### src/ffr_pkg.sv
// shared types, constants and helpers of the framed field receiver
// no dependencies

package ffr_pkg;

    localparam int FIELDS      = 4;
    localparam int BYTE_W      = 8;
    localparam int LANES       = 8;
    localparam int FIELD_W     = BYTE_W * LANES;
    localparam int SIZE_W      = 4;
    localparam int CFG_IDX_W   = 8;
    localparam int PHASE_W     = 3;
    localparam int LANE_W      = 3;
    localparam int FIELD_IDX_W = (FIELDS > 1) ? $clog2(FIELDS) : 1;

    // frame marker bytes
    localparam logic [BYTE_W-1:0] HDR_0 = 8'h01;
    localparam logic [BYTE_W-1:0] HDR_1 = 8'h02;
    localparam logic [BYTE_W-1:0] FTR_0 = 8'h03;
    localparam logic [BYTE_W-1:0] FTR_1 = 8'h04;

    // parser phases
    localparam logic [PHASE_W-1:0] PH_HUNT = 3'd0;
    localparam logic [PHASE_W-1:0] PH_HDR1 = 3'd1;
    localparam logic [PHASE_W-1:0] PH_LOAD = 3'd2;
    localparam logic [PHASE_W-1:0] PH_FTR0 = 3'd3;
    localparam logic [PHASE_W-1:0] PH_FTR1 = 3'd4;

    // configuration register indexes
    localparam logic [CFG_IDX_W-1:0] REG_FIELD_SIZE_0 = 8'd0;
    localparam logic [CFG_IDX_W-1:0] REG_FIELD_SIZE_1 = 8'd1;
    localparam logic [CFG_IDX_W-1:0] REG_FIELD_SIZE_2 = 8'd2;
    localparam logic [CFG_IDX_W-1:0] REG_FIELD_SIZE_3 = 8'd3;

    localparam logic [SIZE_W-1:0] SIZE_RESET = 4'd4;

    typedef logic [BYTE_W-1:0]      t_byte;
    typedef logic [FIELD_W-1:0]     t_field;
    typedef logic [SIZE_W-1:0]      t_size;
    typedef logic [LANE_W-1:0]      t_lane;
    typedef logic [FIELD_IDX_W-1:0] t_fidx;
    typedef logic [PHASE_W-1:0]     t_phase;
    typedef logic [CFG_IDX_W-1:0]   t_cfg_idx;

    typedef t_field t_staging [FIELDS];
    typedef t_lane  t_last    [FIELDS];

    // parser status seen by the output stage
    typedef struct packed {
        logic footer_wait;   // next byte may complete a frame
        logic emit;          // accepted byte completes a frame
    } t_parse_stat;

    // last byte lane of a field, size 0 counts as 1 and sizes above 8 as 8
    function automatic t_lane last_lane(t_size s);
        t_lane l;
        if (s == '0) begin
            l = '0;
        end else if (s >= t_size'(LANES)) begin
            l = t_lane'(LANES - 1);
        end else begin
            l = t_lane'(s - t_size'(1));
        end
        return l;
    endfunction

    // keeps lanes 0..last of a field
    function automatic t_field lane_mask(t_lane last);
        t_field m;
        m = '0;
        for (int i = 0; i < LANES; i++) begin
            if (t_lane'(i) <= last) begin
                m[i*BYTE_W +: BYTE_W] = '1;
            end
        end
        return m;
    endfunction

endpackage

### src/ffr_parser.sv
// header / payload / footer phase tracking and field staging
// depends on ffr_pkg

module ffr_parser (
    input  logic                i_clk,
    input  logic                i_rst_n,
    input  logic                i_take,
    input  ffr_pkg::t_byte      i_rx_byte,
    input  ffr_pkg::t_last      i_last,
    output ffr_pkg::t_parse_stat o_stat,
    output ffr_pkg::t_staging   o_staging
);
    import ffr_pkg::*;

    t_phase   r_phase, n_phase;
    t_fidx    r_field, n_field;
    t_lane    r_lane,  n_lane;
    t_staging r_staging;
    logic     w_emit;

    always_comb begin
        n_phase = r_phase;
        n_field = r_field;
        n_lane  = r_lane;
        w_emit  = 1'b0;
        if (i_take) begin
            case (r_phase)
                PH_HDR1: begin
                    if (i_rx_byte == HDR_1) begin
                        n_phase = PH_LOAD;
                        n_field = '0;
                        n_lane  = '0;
                    end else if (i_rx_byte == HDR_0) begin
                        n_phase = PH_HDR1;
                    end else begin
                        n_phase = PH_HUNT;
                    end
                end
                PH_LOAD: begin
                    if (r_lane >= i_last[r_field]) begin
                        n_lane = '0;
                        if (r_field == t_fidx'(FIELDS - 1)) begin
                            n_field = '0;
                            n_phase = PH_FTR0;
                        end else begin
                            n_field = r_field + t_fidx'(1);
                        end
                    end else begin
                        n_lane = r_lane + t_lane'(1);
                    end
                end
                PH_FTR0: begin
                    if (i_rx_byte == FTR_0) begin
                        n_phase = PH_FTR1;
                    end else if (i_rx_byte == HDR_0) begin
                        n_phase = PH_HDR1;
                    end else begin
                        n_phase = PH_HUNT;
                    end
                end
                PH_FTR1: begin
                    if (i_rx_byte == FTR_1) begin
                        n_phase = PH_HUNT;
                        w_emit  = 1'b1;
                    end else if (i_rx_byte == HDR_0) begin
                        n_phase = PH_HDR1;
                    end else begin
                        n_phase = PH_HUNT;
                    end
                end
                default: begin
                    n_phase = (i_rx_byte == HDR_0) ? PH_HDR1 : PH_HUNT;
                end
            endcase
        end
    end

    always_ff @(posedge i_clk) begin
        if (!i_rst_n) begin
            r_phase <= PH_HUNT;
            r_field <= '0;
            r_lane  <= '0;
        end else begin
            r_phase <= n_phase;
            r_field <= n_field;
            r_lane  <= n_lane;
        end
    end

    // staging starts at zero; lanes are never cleared between frames
    always_ff @(posedge i_clk) begin
        if (!i_rst_n) begin
            for (int k = 0; k < FIELDS; k++) begin
                r_staging[k] <= '0;
            end
        end else if (i_take && (r_phase == PH_LOAD)) begin
            r_staging[r_field][{r_lane, 3'b000} +: BYTE_W] <= i_rx_byte;
        end
    end

    assign o_stat.footer_wait = (r_phase == PH_FTR1);
    assign o_stat.emit        = w_emit;
    assign o_staging          = r_staging;

endmodule

### src/framed_field_receiver.sv
// top level of the framed field receiver: config registers, parser, result register
// depends on ffr_pkg and ffr_parser

// Byte-serial frame parser. Bytes arrive on the rx channel, one item per
// cycle at full rate while input ready is high; each byte is handled by a
// compare and a byte-lane write, so it sustains one byte per cycle. A frame is
// the header 0x01 0x02, then field_size_0 + .. + field_size_3 payload bytes
// (each size 1..8, 0 read as 1 and 9..15 as 8) stored least significant byte
// first, then the footer 0x03 0x04. The result item appears in the output
// register the cycle after the final footer byte is taken and holds all four
// fields masked to their current widths. Input ready drops only when the
// parser waits for the final footer byte while the previous result has not
// been taken yet; every other byte is accepted even with a result pending.
// Sizes should be written only while no frame is in flight; the config port
// is always ready and ignores indexes beyond the four registers.

module framed_field_receiver (
    input  logic                 i_clk,
    input  logic                 i_rst_n,
    // rx byte channel
    input  logic                 i_in_valid,
    output logic                 o_in_ready,
    input  ffr_pkg::t_byte       i_rx_byte,
    // result channel
    output logic                 o_out_valid,
    input  logic                 i_out_ready,
    output ffr_pkg::t_field      o_value_0,
    output ffr_pkg::t_field      o_value_1,
    output ffr_pkg::t_field      o_value_2,
    output ffr_pkg::t_field      o_value_3,
    // config write channel
    input  logic                 i_cfg_valid,
    output logic                 o_cfg_ready,
    input  ffr_pkg::t_cfg_idx    i_cfg_index,
    input  ffr_pkg::t_size       i_cfg_data
);
    import ffr_pkg::*;

    t_size       r_size [FIELDS];
    t_last       w_last;
    t_parse_stat w_stat;
    t_staging    w_staging;
    logic        w_take;
    logic        r_out_valid;
    t_field      r_value [FIELDS];

    // config writes are always accepted
    assign o_cfg_ready = 1'b1;

    always_ff @(posedge i_clk) begin
        if (!i_rst_n) begin
            for (int k = 0; k < FIELDS; k++) begin
                r_size[k] <= SIZE_RESET;
            end
        end else if (i_cfg_valid) begin
            case (i_cfg_index)
                REG_FIELD_SIZE_0: r_size[0] <= i_cfg_data;
                REG_FIELD_SIZE_1: r_size[1] <= i_cfg_data;
                REG_FIELD_SIZE_2: r_size[2] <= i_cfg_data;
                REG_FIELD_SIZE_3: r_size[3] <= i_cfg_data;
                default: ;   // writes past the register list are dropped
            endcase
        end
    end

    // clamped last lane of each field, shared by parser and output mask
    always_comb begin
        for (int k = 0; k < FIELDS; k++) begin
            w_last[k] = last_lane(r_size[k]);
        end
    end

    // hold off only the byte that could complete a frame while a result waits
    assign o_in_ready = !(w_stat.footer_wait && r_out_valid && !i_out_ready);
    assign w_take     = i_in_valid && o_in_ready;

    ffr_parser u_parser (
        .i_clk     (i_clk),
        .i_rst_n   (i_rst_n),
        .i_take    (w_take),
        .i_rx_byte (i_rx_byte),
        .i_last    (w_last),
        .o_stat    (w_stat),
        .o_staging (w_staging)
    );

    // result register: loads on a completed frame, clears once taken
    always_ff @(posedge i_clk) begin
        if (!i_rst_n) begin
            r_out_valid <= 1'b0;
        end else if (w_stat.emit) begin
            r_out_valid <= 1'b1;
        end else if (i_out_ready) begin
            r_out_valid <= 1'b0;
        end
    end

    // stale lanes above each width are masked off here
    always_ff @(posedge i_clk) begin
        if (w_stat.emit) begin
            for (int k = 0; k < FIELDS; k++) begin
                r_value[k] <= w_staging[k] & lane_mask(w_last[k]);
            end
        end
    end

    assign o_out_valid = r_out_valid;
    assign o_value_0   = r_value[0];
    assign o_value_1   = r_value[1];
    assign o_value_2   = r_value[2];
    assign o_value_3   = r_value[3];

endmodule

### config.mk
export PLATFORM = sky130hd
export DESIGN_NAME = framed_field_receiver
export DESIGN_NICKNAME = d
export VERILOG_FILES = /design/src/ffr_pkg.sv /design/src/ffr_parser.sv /design/src/framed_field_receiver.sv
export SDC_FILE = /design/constraint.sdc
export NUM_CORES = 1
export LEC_CHECK = 0
export ABC_AREA = 1
export BUFFER_PORTS_ARGS = -buffer_cell sky130_fd_sc_hd__buf_2
export CELL_PAD_IN_SITES_DETAIL_PLACEMENT = 1
export CELL_PAD_IN_SITES_GLOBAL_PLACEMENT = 2
export CORE_MARGIN = 10
export CORE_UTILIZATION = 38
export CTS_BUF_LIST = sky130_fd_sc_hd__clkbuf_16
export DETAILED_ROUTE_END_ITERATION = 12
export PLACE_DENSITY_LB_ADDON = 0.3
export SKIP_LAST_GASP = 1
export SLEW_MARGIN = 20
export SYNTH_ARGS = -nofsm -noshare
export SYNTH_HDL_FRONTEND = slang
export SYNTH_SLANG_ARGS = --single-unit
export TNS_END_PERCENT = 5
### constraint.sdc
create_clock -name i_clk -period 92.1 [get_ports i_clk]
set_input_delay 9.21 -clock i_clk [delete_from_list [all_inputs] [get_ports i_clk]]
set_output_delay 9.21 -clock i_clk [all_outputs]
set_load 0.02 [all_outputs]
After elaboration in Yosys (flattened, before gate mapping)
Memories as Yosys holds them, arrays and structs flattened.
Cells that the tools add are included.
{"block": "totals", "ff_bits": 265, "latchBits": 0, "ram_bits": 272, "rom_bits": 0, "input_bits": 25, "output_inout_bits": 259, "wordCells": 219, "memories": 2}
{"name": "r_value", "words": 4, "width": 64, "rd": 4, "rd_ports_with_merged_regs": 0, "wr": 4, "line_no": "framed_field_receiver.sv:45", "text": "t_field r_value [FIELDS];"}
{"name": "r_size", "words": 4, "width": 4, "rd": 4, "rd_ports_with_merged_regs": 0, "wr": 4, "line_no": "framed_field_receiver.sv:39", "text": "t_size r_size [FIELDS];"}
{"block": "classes", "addsub": 7, "mul": 0, "div_mod_pow": 0, "magnitude_cmp": 39, "eq_ne": 15, "n_shift": 2, "n_mux": 120, "bitwise_logic": 9, "n_reduce_logical": 17}
{"op": "8-bit two-way mux", "count": 64}
{"op": "64-bit AND", "count": 4}
{"op": "256-bit bitwise mux", "count": 1}
{"op": "64-bit demux with 2-bit select", "count": 1}
{"op": "64-bit two-way mux", "count": 1}
{"op": "8-bit by 8-bit variable shift with 64-bit output, first input constant", "count": 1}
{"op": "8-bit by 8-bit indexed part select with 64-bit output", "count": 1}
{"op": "3-bit two-way mux", "count": 17}
{"op": "3-bit less-or-equal comparator, first input constant", "count": 16}
{"op": "8-bit by 2-bit == test with 1-bit output, second input constant", "count": 4}
{"op": "1-bit two-way mux", "count": 25}
{"op": "1-bit by 3-bit less-or-equal comparator with 1-bit output, first input constant", "count": 8}
{"op": "2-bit by 3-bit less-or-equal comparator with 1-bit output, first input constant", "count": 8}
{"op": "8-bit by 1-bit == test with 1-bit output, second input constant", "count": 2}
{"op": "4-bit greater-or-equal comparator, second input constant", "count": 4}
{"op": "4-bit zero test", "count": 4}
{"op": "4-bit two-way mux", "count": 4}
{"op": "3-bit case mux with 4 select lines", "count": 1}
{"op": "3-bit by 1-bit subtractor with 3-bit output, second input constant", "count": 4}
{"op": "8-bit by 3-bit == test with 1-bit output, second input constant", "count": 1}
{"op": "8-bit zero test", "count": 1}
{"op": "6-bit negator with 8-bit output", "count": 1}
{"op": "3-bit binary-select mux with 2-bit select", "count": 1}
{"op": "3-bit by 2-bit == test with 1-bit output, second input constant", "count": 2}
{"op": "19 further kinds", "count": 33}

Longest topological paths before layout
An unclocked memory read counts as a cell.
{"block": "logic_depth", "word_depth": 10, "ltp_mapped": 18, "ltp_nobuf": 18}

Hierarchy
Synthesis repeated with hierarchy kept, for this count alone.
{"block": "unflattened", "hier_cells": 2270, "area_unflattened_um2": 21490.6}
{"module": "framed_field_receiver", "n_inst": 1, "cells_per_inst": 849, "area_each_um2": 10929.2, "seq_area_each_um2": 8187.9}
{"module": "ffr_parser", "n_inst": 1, "cells_per_inst": 1421, "area_each_um2": 10561.4, "seq_area_each_um2": 5285.1}

Least setup slack after synthesis
No wires, ideal clock.
{"block": "synth_timing", "path_kind": "input to register", "start": "in i_out_ready", "end": "mem r_value[0][0] (netlist name), enable pin", "setup_time_ns": 1.587, "arrival_ns": 35.590, "required_time_ns": 90.513, "setup_slack_ns": 54.923, "path_stages": 4, "path_buffers": 0, "path_cell_list": "nor2_1 -> nand3_1 -> nand2_1 -> nor4b_1"}
{"item": "start: declaration", "line_no": "framed_field_receiver.sv:26", "text": "input logic i_out_ready,"}
{"item": "end: declaration", "line_no": "framed_field_receiver.sv:45"}

Worst setup path after layout
{"block": "layout_timing", "start": "in i_out_ready", "end": "out o_in_ready"}
{"block": "layout_via", "elab_chain_cells": 3}
{"item": "1-bit zero test", "line_no": "framed_field_receiver.sv:74", "text": "assign o_in_ready = !(w_stat.footer_wait && r_out_valid && !i_out_ready);"}
{"item": "1-bit logical AND", "line_no": "framed_field_receiver.sv:74"}
{"item": "1-bit zero test", "line_no": "framed_field_receiver.sv:74"}
{"item": "end: declaration", "line_no": "framed_field_receiver.sv:22", "text": "output logic o_in_ready,"}
No other way between the ends.

==> reports/metrics.csv <==
stage,metric,value,unit
synth,synthesis.area,20600,um^2
setup_path,crit_start,i_out_ready,
grt,antenna_found_initial,0,
worst_hold_path,hp-start,u_parser.o_staging[199]$_SDFFE_PN0P_,
floorplanning,ios,284,
timing,setup_viol,0,
setup_path,cp_slowest_cell,buf_2,
floorplanning,fp-row-count,85,
timing,setup_tns,0,ns
setup_path,cp-end-kind,primary output,
clock_tree,cts_max_level,2,
route,drt_iter0_drc,954,
final_layout,layout-drive-gt1-share,18.0,%
final_layout,multiInputGateArea,5440,um^2
pwr,p_leak,9.83,nW
grt,busiest_layer,met2,
route,ant_nets,0,
grt,met2_usage,32.5,%
pwr,p_int,398,uW
synth,synth-edff-count,272,
synth,synth_fa_ha_area_share,0.852,%
grt,grt.met3_usage,3.26,%
synth,synth_top_family_by_area,simple AND/OR/NAND/NOR gates,
clock_tree,clock_latency,0.61,ns
setup_path,timing.critical_path.arrival,9.74,ns
synth,netlist_instances,2204,
setup_path,worst-path-buf-inv,2,
synth,seq_area_frac_synth,65.5,%
floorplanning,fp.dieArea,63800,um^2
synth,syn_nets,2243,
final_layout,nNetsFinal,2500,
synth,synth_area_leaders,"edfxtp_1, dfxtp_1, nor2_1",
final_layout,final_cells,3207,
pwr,p_sw,115,uW
synth,synth-main-ff-cell,edfxtp_1,
grt,grt_pass1_wl,93300,um
flow_run,max_cap_violations,0,
pwr,switching_share,22.5,%
timing,drv_slew,0,
route,drt-total-wl,61300,um
timing,max_freq,0.0528,GHz
setup_path,cp_max_fo,3,
timing,period_needed,18.95,ns
synth,synth.distinct_cells,35,
final_layout,regArea,13500,um^2
setup_path,critPathMaxStageDelay,0.18,ns
clock_tree,cts_sinks,537,
run_status,status,completed,
setup_path,cpMostUsedCell,buf_2,
clock_tree,clock_path_buffers,3,
setup_path,path_class,input port to primary output,
timing,finalClockSkew,0.0145,ns
setup_path,crit_family,buffers and inverters,
synth,avgSynthCellArea,9.33,um^2
route,routedWlPerCell,19.1,um
timing,hold_viol_final,0,
clock_tree,post-cts-setup-buffers,0,
clock_tree,clkSlewWorstSetupHoldPaths,0.06,ns
final_layout,fill_cells,6191,
route,drt-vias-per-instance,4.77,
setup_path,critPathLaunchType,input port,
synth,synth.most_common_cell,nor2_1,
setup_path,required,82.89,ns
setup_path,rr_startpoint,r_size[0][0]$_SDFFCE_PN0P_,
pwr,power.density,20.9,nW/um^2
pwr,peakVddDrop,0.0000143,V
grt,globalRouteTotalUtil,18.9,%
clock_tree,cts_tree,done,
grt,grtUsageMet1,24.1,%
route,drt_pass1_iterations,4,
timing,rsz0062_at_grt,no,
synth,ys_async_sr_fraction,0,%
synth,yosysWarnings,0,
placement,port-buffer-count,282,
synth,netlist_top_cells_count,"nor2_1, inv_1, edfxtp_1, dfxtp_1, o21ai_0",
synth,ys_ff_latch,537,
floorplanning,die_h,253,um
pwr,p_seq_share,48.9,%
pwr,p_clk_share,46.5,%
synth,yosysTopAreaCell,edfxtp_1,
grt,grt_max_degree,201,
placement,dp_cells,3096,
grt,grt_pass1_vias,15841,
grt,gr-total-overflow,0,
setup_path,path_cells,buf_2 > nor2_1 > nand3_1 > buf_2,
timing,worst_pin_slew,1.02,ns
synth,synth_top_area_share,39.7,%
clock_tree,cts_resized,0,
route,vias,15299,
synth,synth-compound-area-share,7.09,%
synth,synth_simple_gate_area_share,18.4,%
clock_tree,cts_buffers,58,
synth,synth_xor_area_share,0.0426,%
timing,period_share,20.6,%
synth,synthMuxAreaShare,0,%
clock_tree,cts-root-buf,clkbuf_16,
clock_tree,ctsHoldBuffers,0,
floorplanning,die_w,253,um
final_layout,area_delta_synth_final,19.4,%
placement,hpwl,39700,um
worst_hold_path,min_path_type,flip-flop to flip-flop,
floorplanning,start_util,38.3,%
final_layout,antenna-diode-count,0,
floorplanning,core,53700,um^2
timing,max_slew_margin,31.9,%
pwr,combPwrFrac,4.5,%
placement,routabilityCongestion,0.797,
route,drc_errors,0,
-- worst paths after layout --
check,endpoint,slack [ns],cells past startpoint
max reg2reg,u_parser.r_phase[1]$_SDFFE_PN0P_,89.27,17
min,r_value[0][7]$_DFFE_PP_,0.43,0
max,o_in_ready,73.15,4
min reg2reg,r_value[0][7]$_DFFE_PP_,0.43,0
-- flip-flops by register name, indices dropped and copies added, names as in the netlist --
register            cells
r_size                 16
r_value               256
u_parser.r_field        2
u_parser.o_staging    256
o_out_valid             1
u_parser.r_phase        3
u_parser.r_lane         3
-- power groups by stage --
stage               registers (mW)  clock network [mW]  logic [mW]
detailed placement           0.257                   0      0.0235
CTS                          0.251               0.245      0.0236
floorplan                    0.256                   0      0.0147
finish                       0.251               0.239      0.0233
global placement             0.257                   0      0.0230
global route                 0.252               0.254      0.0258
-- final cells by class --
| class | instances | area share, % |
|---|---|---|
| Tap cell | 696 | 3.55 |
| Sequential cell | 537 | 54.9 |
| Clock buffer | 62 | 6.32 |
| Inverter | 326 | 5.00 |
| Timing Repair Buffer | 299 | 6.42 |
| Clock inverter | 48 | 1.71 |
| Multi-Input combinational cell | 1239 | 22.1 |
-- cell families (layout without fill, tap and decap cells) --
kind of cell,Yosys count,in the layout
AO/OA/AOI/OAI,289,289
XOR/XNOR,1,1
adder cells (fa/ha/maj),14,14
buffers and inverters,428,735
flip-flops,537,537
other,1,1
AND/OR/NAND/NOR,934,934
-- through the flow --
stage          instance area, um^2  hold slack [ns]  setup slack (ns)  utilization (%)  total power [mW]
2_1_floorplan                20600            0.430             54.92                -             0.271
3_3_place_gp                 22600            0.410             73.14             42.0             0.280
3_5_place_dp                 22600            0.413             73.14             42.0             0.280
4_1_cts                      24500            0.428             73.14             45.7             0.520
5_1_grt                      24600            0.441             73.07             45.7             0.531
6_report                     24600            0.432             73.15             45.7             0.514
-- cell usage in the layout (no fill, tap or decap), types with 22 or more instances in the layout --
| master | netlist | layout |
|---|---|---|
| a21oi_1 | 59 | 59 |
| buf_2 | 4 | 281 |
| clkbuf_16 | 0 | 62 |
| dfxtp_1 | 265 | 265 |
| edfxtp_1 | 272 | 272 |
| inv_1 | 300 | 310 |
| inv_2 | 23 | 24 |
| nand2_1 | 192 | 192 |
| nand3_1 | 22 | 22 |
| nor2_1 | 664 | 664 |
| o21ai_0 | 224 | 224 |
-- routing by layer --
| metal | share of wire, % | wire length (um) |
|---|---|---|
| met5 | 0 | 0 |
| met4 | 1.8 | 1090 |
| met3 | 4.6 | 2810 |
| met2 | 49 | 30200 |
| met1 | 44 | 27200 |
Power figures use the tool's default switching activity.
